[config.mk]
export PLATFORM = sky130hd
export DESIGN_NAME = ltc_ctrl
export DESIGN_NICKNAME = d
export VERILOG_FILES = /design/src/design/ltc_pkg.sv /design/src/design/ltc_ctrl.sv
export SDC_FILE = /design/constraint.sdc
export NUM_CORES = 1
export LEC_CHECK = 0
export ABC_AREA = 1
export BUFFER_PORTS_ARGS = -buffer_cell sky130_fd_sc_hd__buf_2
export CORE_AREA = 2 2 39 41
export CTS_CLUSTER_SIZE = 16
export DETAILED_ROUTE_END_ITERATION = 8
export DIE_AREA = 0 0 41 43
export GPL_TIMING_DRIVEN = 0
export HOLD_SLACK_MARGIN = 0.06
export PLACE_DENSITY = 0.59
export SYNTH_ARGS = -nofsm -noshare
export SYNTH_HDL_FRONTEND = slang
export SYNTH_SLANG_ARGS = --single-unit
[constraint.sdc]
create_clock -name clock -period 3.8 [get_ports clock]
set_clock_uncertainty 0.1 [all_clocks]
set_input_delay 0.76 -clock clock [delete_from_list [all_inputs] [get_ports clock]]
set_output_delay 0.76 -clock clock [all_outputs]
set_load 0.02 [all_outputs]
[src/design/ltc_pkg.sv]
// ---------------------------------------------------------------------------
// ltc_pkg
// Shared constants, codes and controller/datapath types of the lagged
// transition counter.
// ---------------------------------------------------------------------------
package ltc_pkg;

   localparam int DEF_MAX_STATES  = 256;
   localparam int DEF_MAX_LAG     = 256;
   localparam int DEF_COUNT_WIDTH = 32;

   localparam int CFG_INDEX_WIDTH = 3;

   localparam logic [CFG_INDEX_WIDTH-1:0] CFG_X_BINS   = 3'd0;
   localparam logic [CFG_INDEX_WIDTH-1:0] CFG_Y_BINS   = 3'd1;
   localparam logic [CFG_INDEX_WIDTH-1:0] CFG_X_ORIGIN = 3'd2;
   localparam logic [CFG_INDEX_WIDTH-1:0] CFG_Y_ORIGIN = 3'd3;
   localparam logic [CFG_INDEX_WIDTH-1:0] CFG_X_SCALE  = 3'd4;
   localparam logic [CFG_INDEX_WIDTH-1:0] CFG_Y_SCALE  = 3'd5;
   localparam logic [CFG_INDEX_WIDTH-1:0] CFG_LAG      = 3'd6;
   localparam logic [CFG_INDEX_WIDTH-1:0] CFG_STRIDE   = 3'd7;

   localparam logic [8:0]  RST_BINS   = 9'd16;
   localparam logic [31:0] RST_SCALE  = 32'h0001_0000;
   localparam logic [8:0]  RST_LAG    = 9'd1;
   localparam logic [15:0] RST_STRIDE = 16'd1;

   localparam logic [1:0] OP_SAMPLE  = 2'd0;
   localparam logic [1:0] OP_READ    = 2'd1;
   localparam logic [1:0] OP_RESTART = 2'd2;

   typedef enum logic [1:0] {
      SEL_USER,
      SEL_FWD,
      SEL_REV
   } ltc_rd_sel_type;

   typedef enum logic [1:0] {
      WR_NONE,
      WR_CLEAR,
      WR_FWD,
      WR_REV
   } ltc_wr_sel_type;

   typedef struct packed {
      logic           load;
      logic           restart;
      logic           cap_start;
      logic           commit;
      ltc_rd_sel_type rd_sel;
      ltc_wr_sel_type wr_sel;
      logic           rsp_load;
   } ltc_cmd_type;

   typedef struct packed {
      logic clear_last;
      logic count_pair;
      logic self_pair;
   } ltc_status_type;

endpackage

[src/design/ltc_ctrl.sv]
// ---------------------------------------------------------------------------
// ltc_ctrl
// Sequencer: clear pass, sample pipeline steps, count updates, reads and
// the result register handshake.
// ---------------------------------------------------------------------------
module ltc_ctrl (
   input  logic                    clock,
   input  logic                    reset,
   input  logic                    req_valid,
   output logic                    req_ready,
   input  logic [1:0]              req_opcode,
   output logic                    rsp_valid,
   input  logic                    rsp_ready,
   output ltc_pkg::ltc_cmd_type    cmd,
   input  ltc_pkg::ltc_status_type status
);
   import ltc_pkg::*;

   typedef enum logic [3:0] {
      ST_CLEAR,
      ST_IDLE,
      ST_DIFF,
      ST_MUL,
      ST_BIN,
      ST_STATE,
      ST_PAIR,
      ST_RMW_FWD,
      ST_RMW_REV,
      ST_RD_ISSUE,
      ST_RD_DONE
   } state_type;

   state_type state_ff, state_in;
   logic      rsp_valid_ff, rsp_valid_in;

   always_comb begin
      cmd          = '0;
      cmd.rd_sel   = SEL_USER;
      cmd.wr_sel   = WR_NONE;
      state_in     = state_ff;
      unique case (state_ff)
         ST_CLEAR: begin
            cmd.wr_sel = WR_CLEAR;
            if (status.clear_last) begin
               state_in = ST_IDLE;
            end
         end
         ST_IDLE: begin
            cmd.load    = req_valid;
            cmd.restart = req_valid && (req_opcode == OP_RESTART);
            if (req_valid) begin
               case (req_opcode)
                  OP_SAMPLE: state_in = ST_DIFF;
                  OP_READ:   state_in = ST_RD_ISSUE;
                  default:   state_in = ST_IDLE;
               endcase
            end
         end
         ST_DIFF:  state_in = ST_MUL;
         ST_MUL:   state_in = ST_BIN;
         ST_BIN:   state_in = ST_STATE;
         ST_STATE: begin
            cmd.cap_start = 1'b1;
            state_in      = ST_PAIR;
         end
         ST_PAIR: begin
            cmd.commit = 1'b1;
            cmd.rd_sel = SEL_FWD;
            state_in   = status.count_pair ? ST_RMW_FWD : ST_IDLE;
         end
         ST_RMW_FWD: begin
            cmd.wr_sel = WR_FWD;
            cmd.rd_sel = SEL_REV;
            state_in   = status.self_pair ? ST_IDLE : ST_RMW_REV;
         end
         ST_RMW_REV: begin
            cmd.wr_sel = WR_REV;
            state_in   = ST_IDLE;
         end
         ST_RD_ISSUE: state_in = ST_RD_DONE;
         ST_RD_DONE: begin
            if (!rsp_valid_ff || rsp_ready) begin
               cmd.rsp_load = 1'b1;
               state_in     = ST_IDLE;
            end
         end
         default: state_in = ST_IDLE;
      endcase
   end

   always_comb begin
      rsp_valid_in = rsp_valid_ff;
      if (cmd.rsp_load) begin
         rsp_valid_in = 1'b1;
      end else if (rsp_ready) begin
         rsp_valid_in = 1'b0;
      end
   end

   always_ff @(posedge clock) begin
      if (reset) begin
         state_ff     <= ST_CLEAR;
         rsp_valid_ff <= 1'b0;
      end else begin
         state_ff     <= state_in;
         rsp_valid_ff <= rsp_valid_in;
      end
   end

   assign req_ready = (state_ff == ST_IDLE);
   assign rsp_valid = rsp_valid_ff;

endmodule

==> metrics, run 1 <==
first-pass GRT wire length 1.49 mm; most frequent cell after synthesis nand2_1; largest stage delay on the critical path 180 ps; fraction of layout cells with a size suffix above 1 42.4%; H-tree Lvls 1; largest area contributor in the netlist dfxtp_1; HPWL after DPL 803 um; Final GP Congestion 0.766; WL/cell 8.58 um; Crit path max-delay family buffers and inverters; clk_lat worst skew 230 ps; Clk pwr share 36.9%; Sink Count 5; initial antenna violation count 0; top cells by area, synth dfxtp_1 23%, nand2_1 12%, nor2_1 9.6%; Clock Path Buffers 2; Global Route Usage Sum 12.7%; Sw Ratio 31.0%; adder-cell share of the synthesized area 0%; CTS clk-pin slew, worst paths 40 ps; Worst Setup End Kind primary output; final setup fails 0; yosys warns 0; Leakage Power 0.000314 uW; WS Path Type input port to primary output; Area after DPL 544 um2; Critical Path RT 2940 ps; syn avg cell area 6.22 um2; final global-route overflow total 0; final instance area 571 um2; multiplexer area fraction after synthesis 0%; post-synth top area share 23.3%; Yosys cell types 23; setup total negative slack 0 ps; worst setup margin 1540 ps; DIE HEIGHT 43 um; buffers plus inverters on the worst setup path 3; Setup Fix Bufs, Post-CTS 0; TritonCTS clock tree yes; Synth Area in XOR/XNOR 0%; largest net degree at the start of global routing 7; IO Count 20; Pint 110 uW; post-route clock period utilization 59.5%; post-route ant nets 0; sequential share of power 36.4%; combinational family with the most area after synthesis simple AND/OR/NAND/NOR gates; DR iter-0 viols 10; Post-Synthesis Cells 69; Max Fclk 442 MHz; number of I/O port buffers 19; crit start category input port; Hold-fix buffers, CTS 0; slew margin rel. 83.0%; Initial Util 31.0%; number of global-route vias before repair 383; Arrival @ worst endpoint 1400 ps; via count 491; Post-synth top flop dfxtp_1; maxcap violations 0; Worst Hold Class flip-flop to flip-flop; run status complete, no violations; RSZ-0062 raised after global routing no; Cell Area, Synth 429 um2; Root Buffer clkbuf_4; worst-case hold slack 484 ps; Layout area overhead 32.9%; Gate power share 26.8%; Simple-Gate Fraction of Synth Area 52.5%; PD cells 280 nW/um2; Std-Cell Rows 14; Slowest cell on crit path nor2_1; die footprint 1760 um2; Total Wirelength 927 um; Die X 41 um; fin crit period 2260 ps; Net Switching 49.6 uW; number of nets in the layout 102; pre-CTS WS 1540 ps; CP Cell Sequence buf_2 > nor2_1 > nor2_1 > buf_4 > buf_2; post_cts resized 0; crit-path max FO 3; Slew Viols, Final 0; Core ar. 1380 um2; Final Hold Fails 0; total iterations of the first detailed-routing run 4; post-synthesis async set-or-reset flop share 0%; Mapped Nets 78; Seq/Total Area, Yosys 23.3%; final antenna diode count 0; #FFs+latches synth 5; detail-routed via count per cell 4.55; VDD IR max 0.000127 V; worst slew pin tran 255 ps; TritonCTS buffer count 3; top cells by count, synth 14 x nand2_1, 11 x nor2_1, 6 x inv_1, 5 x dfxtp_1, 5 x inv_2; Post-synth EDFFs 0; DRC viols 0; Synth Area in Compound Gates 11.1%
-- logic make-up (layout without fill, tap and decap cells) --
logic type | after synthesis | count (layout)
AOI/OAI and AO/OA | 8 | 8
buffers and inverters | 13 | 36
and+or+nand+nor | 43 | 43
DFF | 5 | 5
-- cell usage in the layout, fill, tap and decap left out, types with 2 or more instances in the layout --
cell type  synthesis  final
buf_2              0     19
o21ai_0            2      2
inv_2              5      5
nor2_4             2      2
nor2_2             4      4
a21oi_1            2      2
dfxtp_1            5      5
inv_1              6      6
nand2_1           14     14
clkbuf_4           0      3
nor2_1            11     11
nand3_1            4      4
buf_4              2      2
-- layer usage --
layer  routed length (um)  global-route usage, %
met3                   27                   4.71
met5                    0                      0
met4                    0                   6.00
met1                  416                   15.2
met2                  484                   19.1
-- final cells by class --
type	instances	area (um2)
well taps	16	20.0
plain buffers	2	15.0
inverters	11	41.3
multi-input cells	51	273
flip-flops and latches	5	100
clock buffers	4	26.3
repair buffers	19	95.1
fillers	152	813
-- registers in the layout, indices dropped and copies added, names as in the netlist --
name and cells:
rsp_valid 1, state_ff 4
-- power by group through the flow --
stage	sequential (uW)	clock [uW]	combinational, uW
after global routing	58.4	69.0	48.8
after detailed placement	59.1	0	42.9
final	58.2	59.0	42.8
after CTS	58.1	60.5	43.2
after global placement	59.2	0	42.9
after floorplan	58.5	0	29.9
-- worst reg2reg max path: stages, from the launching register on --
cell,delay [ps]
dfxtp_1,400
inv_2,60
nor2_2,210
nand3_2,150
nand2_2,110
nor2_4,40
o21ai_1,80
a21oi_1,70
-- worst paths after layout --
kind,cells past startpoint,to,startpoint,slack [ps]
max reg2reg,7,state_ff[1],state_ff[1],2460
min reg2reg,4,rsp_valid,rsp_valid,480
max,5,cmd[0],rsp_ready,1540
min,4,rsp_valid,rsp_valid,480
-- metrics by stage --
step,total power [uW],cells,utilization (%)
finish,160,108,41.2
global route,176,108,41.2
detailed placement,102,104,39.3
CTS,162,108,41.2
global placement,102,104,39.3
floorplan,88.4,69,-
(Power assumes the default switching activity.)
==> run 2, diff against run 1 <==
--- a/config.mk
+++ b/config.mk
@@ -5,7 +5,7 @@
 export SDC_FILE = /design/constraint.sdc
 export NUM_CORES = 1
 export LEC_CHECK = 0
-export ABC_AREA = 1
+export ABC_AREA = 0
 export BUFFER_PORTS_ARGS = -buffer_cell sky130_fd_sc_hd__buf_2
 export CORE_AREA = 2 2 39 41
 export CTS_CLUSTER_SIZE = 16
==> constraint.sdc (replaced) <==
create_clock -name clock -period 1.9 [get_ports clock]
set_clock_uncertainty 0.1 [all_clocks]
set_input_delay 0.38 -clock clock [delete_from_list [all_inputs] [get_ports clock]]
set_output_delay 0.38 -clock clock [all_outputs]
set_load 0.02 [all_outputs]
==> run 2 against run 1 <==
Compared with the run above: global-route usage increased by 0.50 points; flip-flop and latch count unchanged; die area unchanged; hold slack got worse by 200 ps; area after synthesis decreased by 5.2%; worst setup slack got worse by 1500 ps; first-iteration DRC count decreased by 70%; core utilization increased by 6.5 points; power increased by 88%; cell count decreased by 8.3%.
==> metrics, run 2 <==
fillers 143; total iterations of the first detailed-routing run 2; final antenna diode count 0; DR iter-0 viols 3; initial antenna violation count 0; Seq/Total Area, Yosys 24.6%; total power 301 uW; Total Wirelength 1.03 mm; Final Hold Fails 0; TritonCTS clock tree yes; Yosys cell types 28; reg2reg start state_ff[1]; worst slew pin tran 280 ps; maxcap violations 0; final global-route overflow total 0; crit-path max FO 5; IO Count 20; number of I/O port buffers 19; TritonCTS buffer count 3; Std-Cell Rows 14; via count 463; first-pass GRT wire length 1.57 mm; most common cell after layout, fill and taps aside buf_2; yosys warns 0; slew margin rel. 81.1%; DRC viols 0; DIE HEIGHT 43 um; largest net degree at the start of global routing 11; most frequent cells in the layout 17 x buf_2, 11 x buf_4, 4 x nor2_1; Sink Count 5; CP Cell Sequence or2_4 > nor2_4 > and2_4 > nor3b_4 > buf_6; fin crit period 1830 ps; Initial Util 29.4%; Cell Area, Synth 407 um2; largest area contributor in the netlist dfxtp_1; Mapped Nets 62; PD cells 456 nW/um2; CTS clk-pin slew, worst paths 40 ps; number of nets in the layout 93; Leakage Power 0.000330 uW; most frequent cell after synthesis nor2_1; Root Buffer clkbuf_4; Worst Setup End Kind primary output; final setup fails 0; post-route ant nets 0; Hold-fix buffers, CTS 0; crit start category flip-flop; HPWL after DPL 758 um; Critical Path RT 1420 ps; FF-to-FF End state_ff[0]; fraction of layout cells with a size suffix above 1 59.0%; syn avg cell area 7.67 um2; Crit path max-delay family simple AND/OR/NAND/NOR gates; top cells by count, synth 7 x nor2_1, 5 x dfxtp_1; Slowest cell on crit path dfxtp_4; Worst Hold Class input port to flip-flop; top cells by area, synth dfxtp_1 25%, nor2_1 6.5%, a211oi_2 6.2%; post-synthesis async set-or-reset flop share 0%; VDD IR max 0.000269 V; Die X 41 um; WL/cell 10.4 um; WS Path Type flip-flop to primary output; most flop-heavy register state_ff; Post-synth EDFFs 0; clk_lat worst skew 230 ps; Max Fclk 545 MHz; Post-synth top flop dfxtp_1; Largest register FFs 4; number of global-route vias before repair 404; Reg2Reg Depth 6; H-tree Lvls 1; Clock Path Buffers 2; Layout area overhead 62.5%; Final GP Congestion 0.730; worst setup path startpoint state_ff[1]; die footprint 1760 um2; Arrival @ worst endpoint 1350 ps; post-route clock period utilization 96.5%; Global Route Usage Sum 13.2%; Core ar. 1380 um2; r2r setup slk 300 ps; worst-case hold slack 288 ps; Post-Synthesis Cells 53; run status complete, no violations; cell count along the critical path 5; #FFs+latches synth 5; Slew Viols, Final 0; largest stage delay on the critical path 350 ps; detail-routed via count per cell 4.68; RSZ-0062 raised after global routing yes; CP Capture Point cmd[7]; post-synth top area share 24.6%; buffers plus inverters on the worst setup path 1
[run 2: cell types whose count changed after synthesis, moves of 2 or more]
cell and delta:
nor2_4 -2, nor2_2 -4, inv_2 -5, a21o_1 +2, nand2_1 -11, a211oi_2 +2
nand2b_1 +3, or2_2 +2, nor2_1 -4, inv_1 -4, nand3_1 -4, nor3_1 +2
[run 2: cells by family (layout without fill, tap and decap cells)]
logic type | after synthesis | count (layout) | synth area share (%)
AND/OR/NAND/NOR | 25 | 25 | 35.7
buffers and inverters | 7 | 37 | 10.5
AO/OA/AOI/OAI | 16 | 16 | 29.2
flip-flops | 5 | 5 | 24.6
[run 2: cell type report]
class / count / area (um2) / share of cell area, %
timing repair buffer: 27 / 164 / 24.8
multi-input combinational: 41 / 293 / 44.3
inverter: 2 / 7.51 / 1.14
sequential: 5 / 109 / 16.5
tap: 16 / 20.0 / 3.03
clock buffer: 4 / 26.3 / 3.98
buffer: 4 / 41.3 / 6.25
[run 2: metal layers]
metal  vias to the layer above  share of wire, %  global-route usage [%]
met5                         -                 0                       0
met4                         0                 0                    8.00
met3                         0               5.5                    3.14
met2                        13                47                    20.3
met1                       202                48                    15.5
li1                        248                 -                       -
[run 2: where the power goes]
part | internal [uW] | leakage [uW] | switching (uW) | total (uW)
Clock | 79.1 | 0.0000150 | 38.3 | 117
Combinational | 39.1 | 0.000272 | 38.1 | 77.3
Sequential | 105 | 0.0000427 | 1.51 | 107
Total | 223 | 0.000330 | 77.9 | 301
[run 2: stage by stage]
stage	utilization, %	instance area [um2]	instances	TNS, ps	setup WS (ps)
2_1_floorplan	-	422	53	0	48.5
3_3_place_gp	38.8	537	88	0	127
3_5_place_dp	38.8	537	88	0	134
4_1_cts	44.0	609	94	0	1.17
5_1_grt	47.7	661	99	-15.0	-15.0
6_report	47.7	661	99	0	65.6
[run 2: how the worst min path moves through the flow]
| stage | start | to | slack, ps | cells after the start |
|---|---|---|---|---|
| 6_report | reset | rsp_valid | 290 | 2 |
| 3_3_place_gp | rsp_valid | rsp_valid | 400 | 2 |
| 3_5_place_dp | rsp_valid | rsp_valid | 400 | 2 |
| 5_1_grt | reset | rsp_valid | 290 | 2 |
| 4_1_cts | reset | rsp_valid | 280 | 2 |
| 2_1_floorplan | reset | rsp_valid | 350 | 1 |
[run 2: what timing repair did]
| action | 4_1_cts | 5_1_grt |
|---|---|---|
| hold endpoints to repair | 0 | 0 |
| pin swaps | 2 | 2 |
| buffers inserted | 3 | 5 |
| endpoints found under the setup margin | 3 | 3 |
| resized for setup | 14 | 5 |
[run 2: worst reg2reg max path, stage by stage (launching register included)]
cell and delay [ps]:
dfxtp_4 350, or2_4 240, buf_4 140, buf_4 130
and2_4 160, a311oi_1 240, a211oi_1 110
==> run 3, diff against run 2 <==
--- a/config.mk
+++ b/config.mk
@@ -6,7 +6,7 @@
 export NUM_CORES = 1
 export LEC_CHECK = 0
 export ABC_AREA = 0
-export BUFFER_PORTS_ARGS = -buffer_cell sky130_fd_sc_hd__buf_2
+export BUFFER_PORTS_ARGS = -buffer_cell sky130_fd_sc_hd__buf_4
 export CORE_AREA = 2 2 39 41
 export CTS_CLUSTER_SIZE = 16
 export DETAILED_ROUTE_END_ITERATION = 8
==> run 3 against run 2 <==
Compared with the run above: sequential power barely moved; clock power barely moved; combinational power up 2%; worst setup slack lost 50 ps; die area stayed put; first-iteration DRC count is 130% higher.
==> metrics, run 3 (synthesis results as in run 2) <==
Area after DPL 584 um2; number of global-route vias before repair 394; TritonCTS buffer count 3; crit start category flip-flop; Worst Setup End Kind primary output; Die X 41 um; r2r setup slk 380 ps; maxcap violations 0; Final GP Congestion 0.736; Total Wirelength 1.07 mm; Max Fclk 531 MHz; Crit path max-delay family simple AND/OR/NAND/NOR gates; Core ar. 1380 um2; setup total negative slack 0 ps; Hold-fix buffers, CTS 0; TritonCTS clock tree yes; final setup fails 0; Leakage Power 0.000323 uW; post-route ant nets 0; detail-routed via count per cell 4.76; worst slew pin tran 258 ps; Largest register FFs 4; IO Count 20; fraction of layout cells with a size suffix above 1 56.3%; number of I/O port buffers 19; number of nets in the layout 90; Layout area overhead 68.6%; slew margin rel. 82.6%; Arrival @ worst endpoint 1400 ps; initial antenna violation count 0; Slowest cell on crit path dfxtp_4; fillers 144; HPWL after DPL 772 um; CP Cell Sequence or2_4 > nor2_4 > and2_4 > nor3b_4 > buf_6; first-pass GRT wire length 1.57 mm; CTS clk-pin slew, worst paths 40 ps; most flop-heavy register state_ff; most frequent cells in the layout 25 x buf_4, 4 x nor2_1; crit-path max FO 5; final antenna diode count 0; WL/cell 11.2 um; RSZ-0062 raised after global routing yes; final global-route overflow total 0; total iterations of the first detailed-routing run 4; Root Buffer clkbuf_4; Initial Util 29.4%; DR iter-0 viols 7; WS Path Type flip-flop to primary output; Critical Path RT 1420 ps; die footprint 1760 um2; most common cell after layout, fill and taps aside buf_4; Final Hold Fails 0; PD cells 446 nW/um2; largest net degree at the start of global routing 11; fin crit period 1880 ps; clk_lat worst skew 240 ps; largest stage delay on the critical path 350 ps; via count 457; final instance area 686 um2; Worst Hold Class input port to flip-flop; buffers plus inverters on the worst setup path 1; Clock Path Buffers 2; run status complete, no violations; Sink Count 5; DIE HEIGHT 43 um; Slew Viols, Final 0; DRC viols 0; Std-Cell Rows 14; VDD IR max 0.000244 V; post-route clock period utilization 99.2%; H-tree Lvls 1; Global Route Usage Sum 13.2%
run 3: metal layers:
layer / track usage [%] / vias to the layer above / share of wire, %
met4: 8.00 / 0 / 0
met1: 16.0 / 198 / 46
met2: 20.9 / 13 / 48
met3: 1.57 / 0 / 6.1
met5: 0 / - / 0
li1: - / 246 / -
run 3: metrics by stage:
| stage | hold slack (ps) | power [uW] | utilization [%] | setup WS [ps] | std cells |
|---|---|---|---|---|---|
| 3_5_place_dp | 409 | 179 | 42.2 | 129 | 88 |
| 3_3_place_gp | 397 | 180 | 42.2 | 131 | 88 |
| 6_report | 251 | 306 | 49.5 | 15.8 | 96 |
| 5_1_grt | 251 | 329 | 49.5 | -61.5 | 96 |
| 4_1_cts | 238 | 309 | 46.0 | -4.05 | 92 |
| 2_1_floorplan | 349 | 150 | - | 48.5 | 53 |
run 3: power breakdown:
part	switching, uW	internal, uW	leakage [uW]
clock network	41.2	79.3	0.0000150
logic	37.4	41.4	0.000266
registers	1.49	105	0.0000422
total	80.1	225	0.000323
run 3: path summary, 6_finish.rpt:
check | start | endpoint | cells after the start
min | reset | rsp_valid | 2
max | state_ff[2] | cmd[7] | 5
min reg2reg | rsp_valid | rsp_valid | 2
max reg2reg | state_ff[2] | state_ff[0] | 5
run 3: area by class of cell:
class                   instances  area, um2  share of cell area, %
well taps                      16       20.0                   2.92
flip-flops and latches          5        108                   15.7
repair buffers                 24        184                   26.8
inverters                       2       7.51                   1.09
clock buffers                   4       26.3                   3.83
plain buffers                   4       40.0                   5.84
multi-input cells              41        300                   43.8
run 3: timing repair:
| item | 4_1_cts | 5_1_grt |
|---|---|---|
| endpoints found under the setup margin | 3 | 3 |
| pin swaps | 1 | 0 |
| buffers inserted | 1 | 4 |
| gates resized for setup | 10 | 6 |
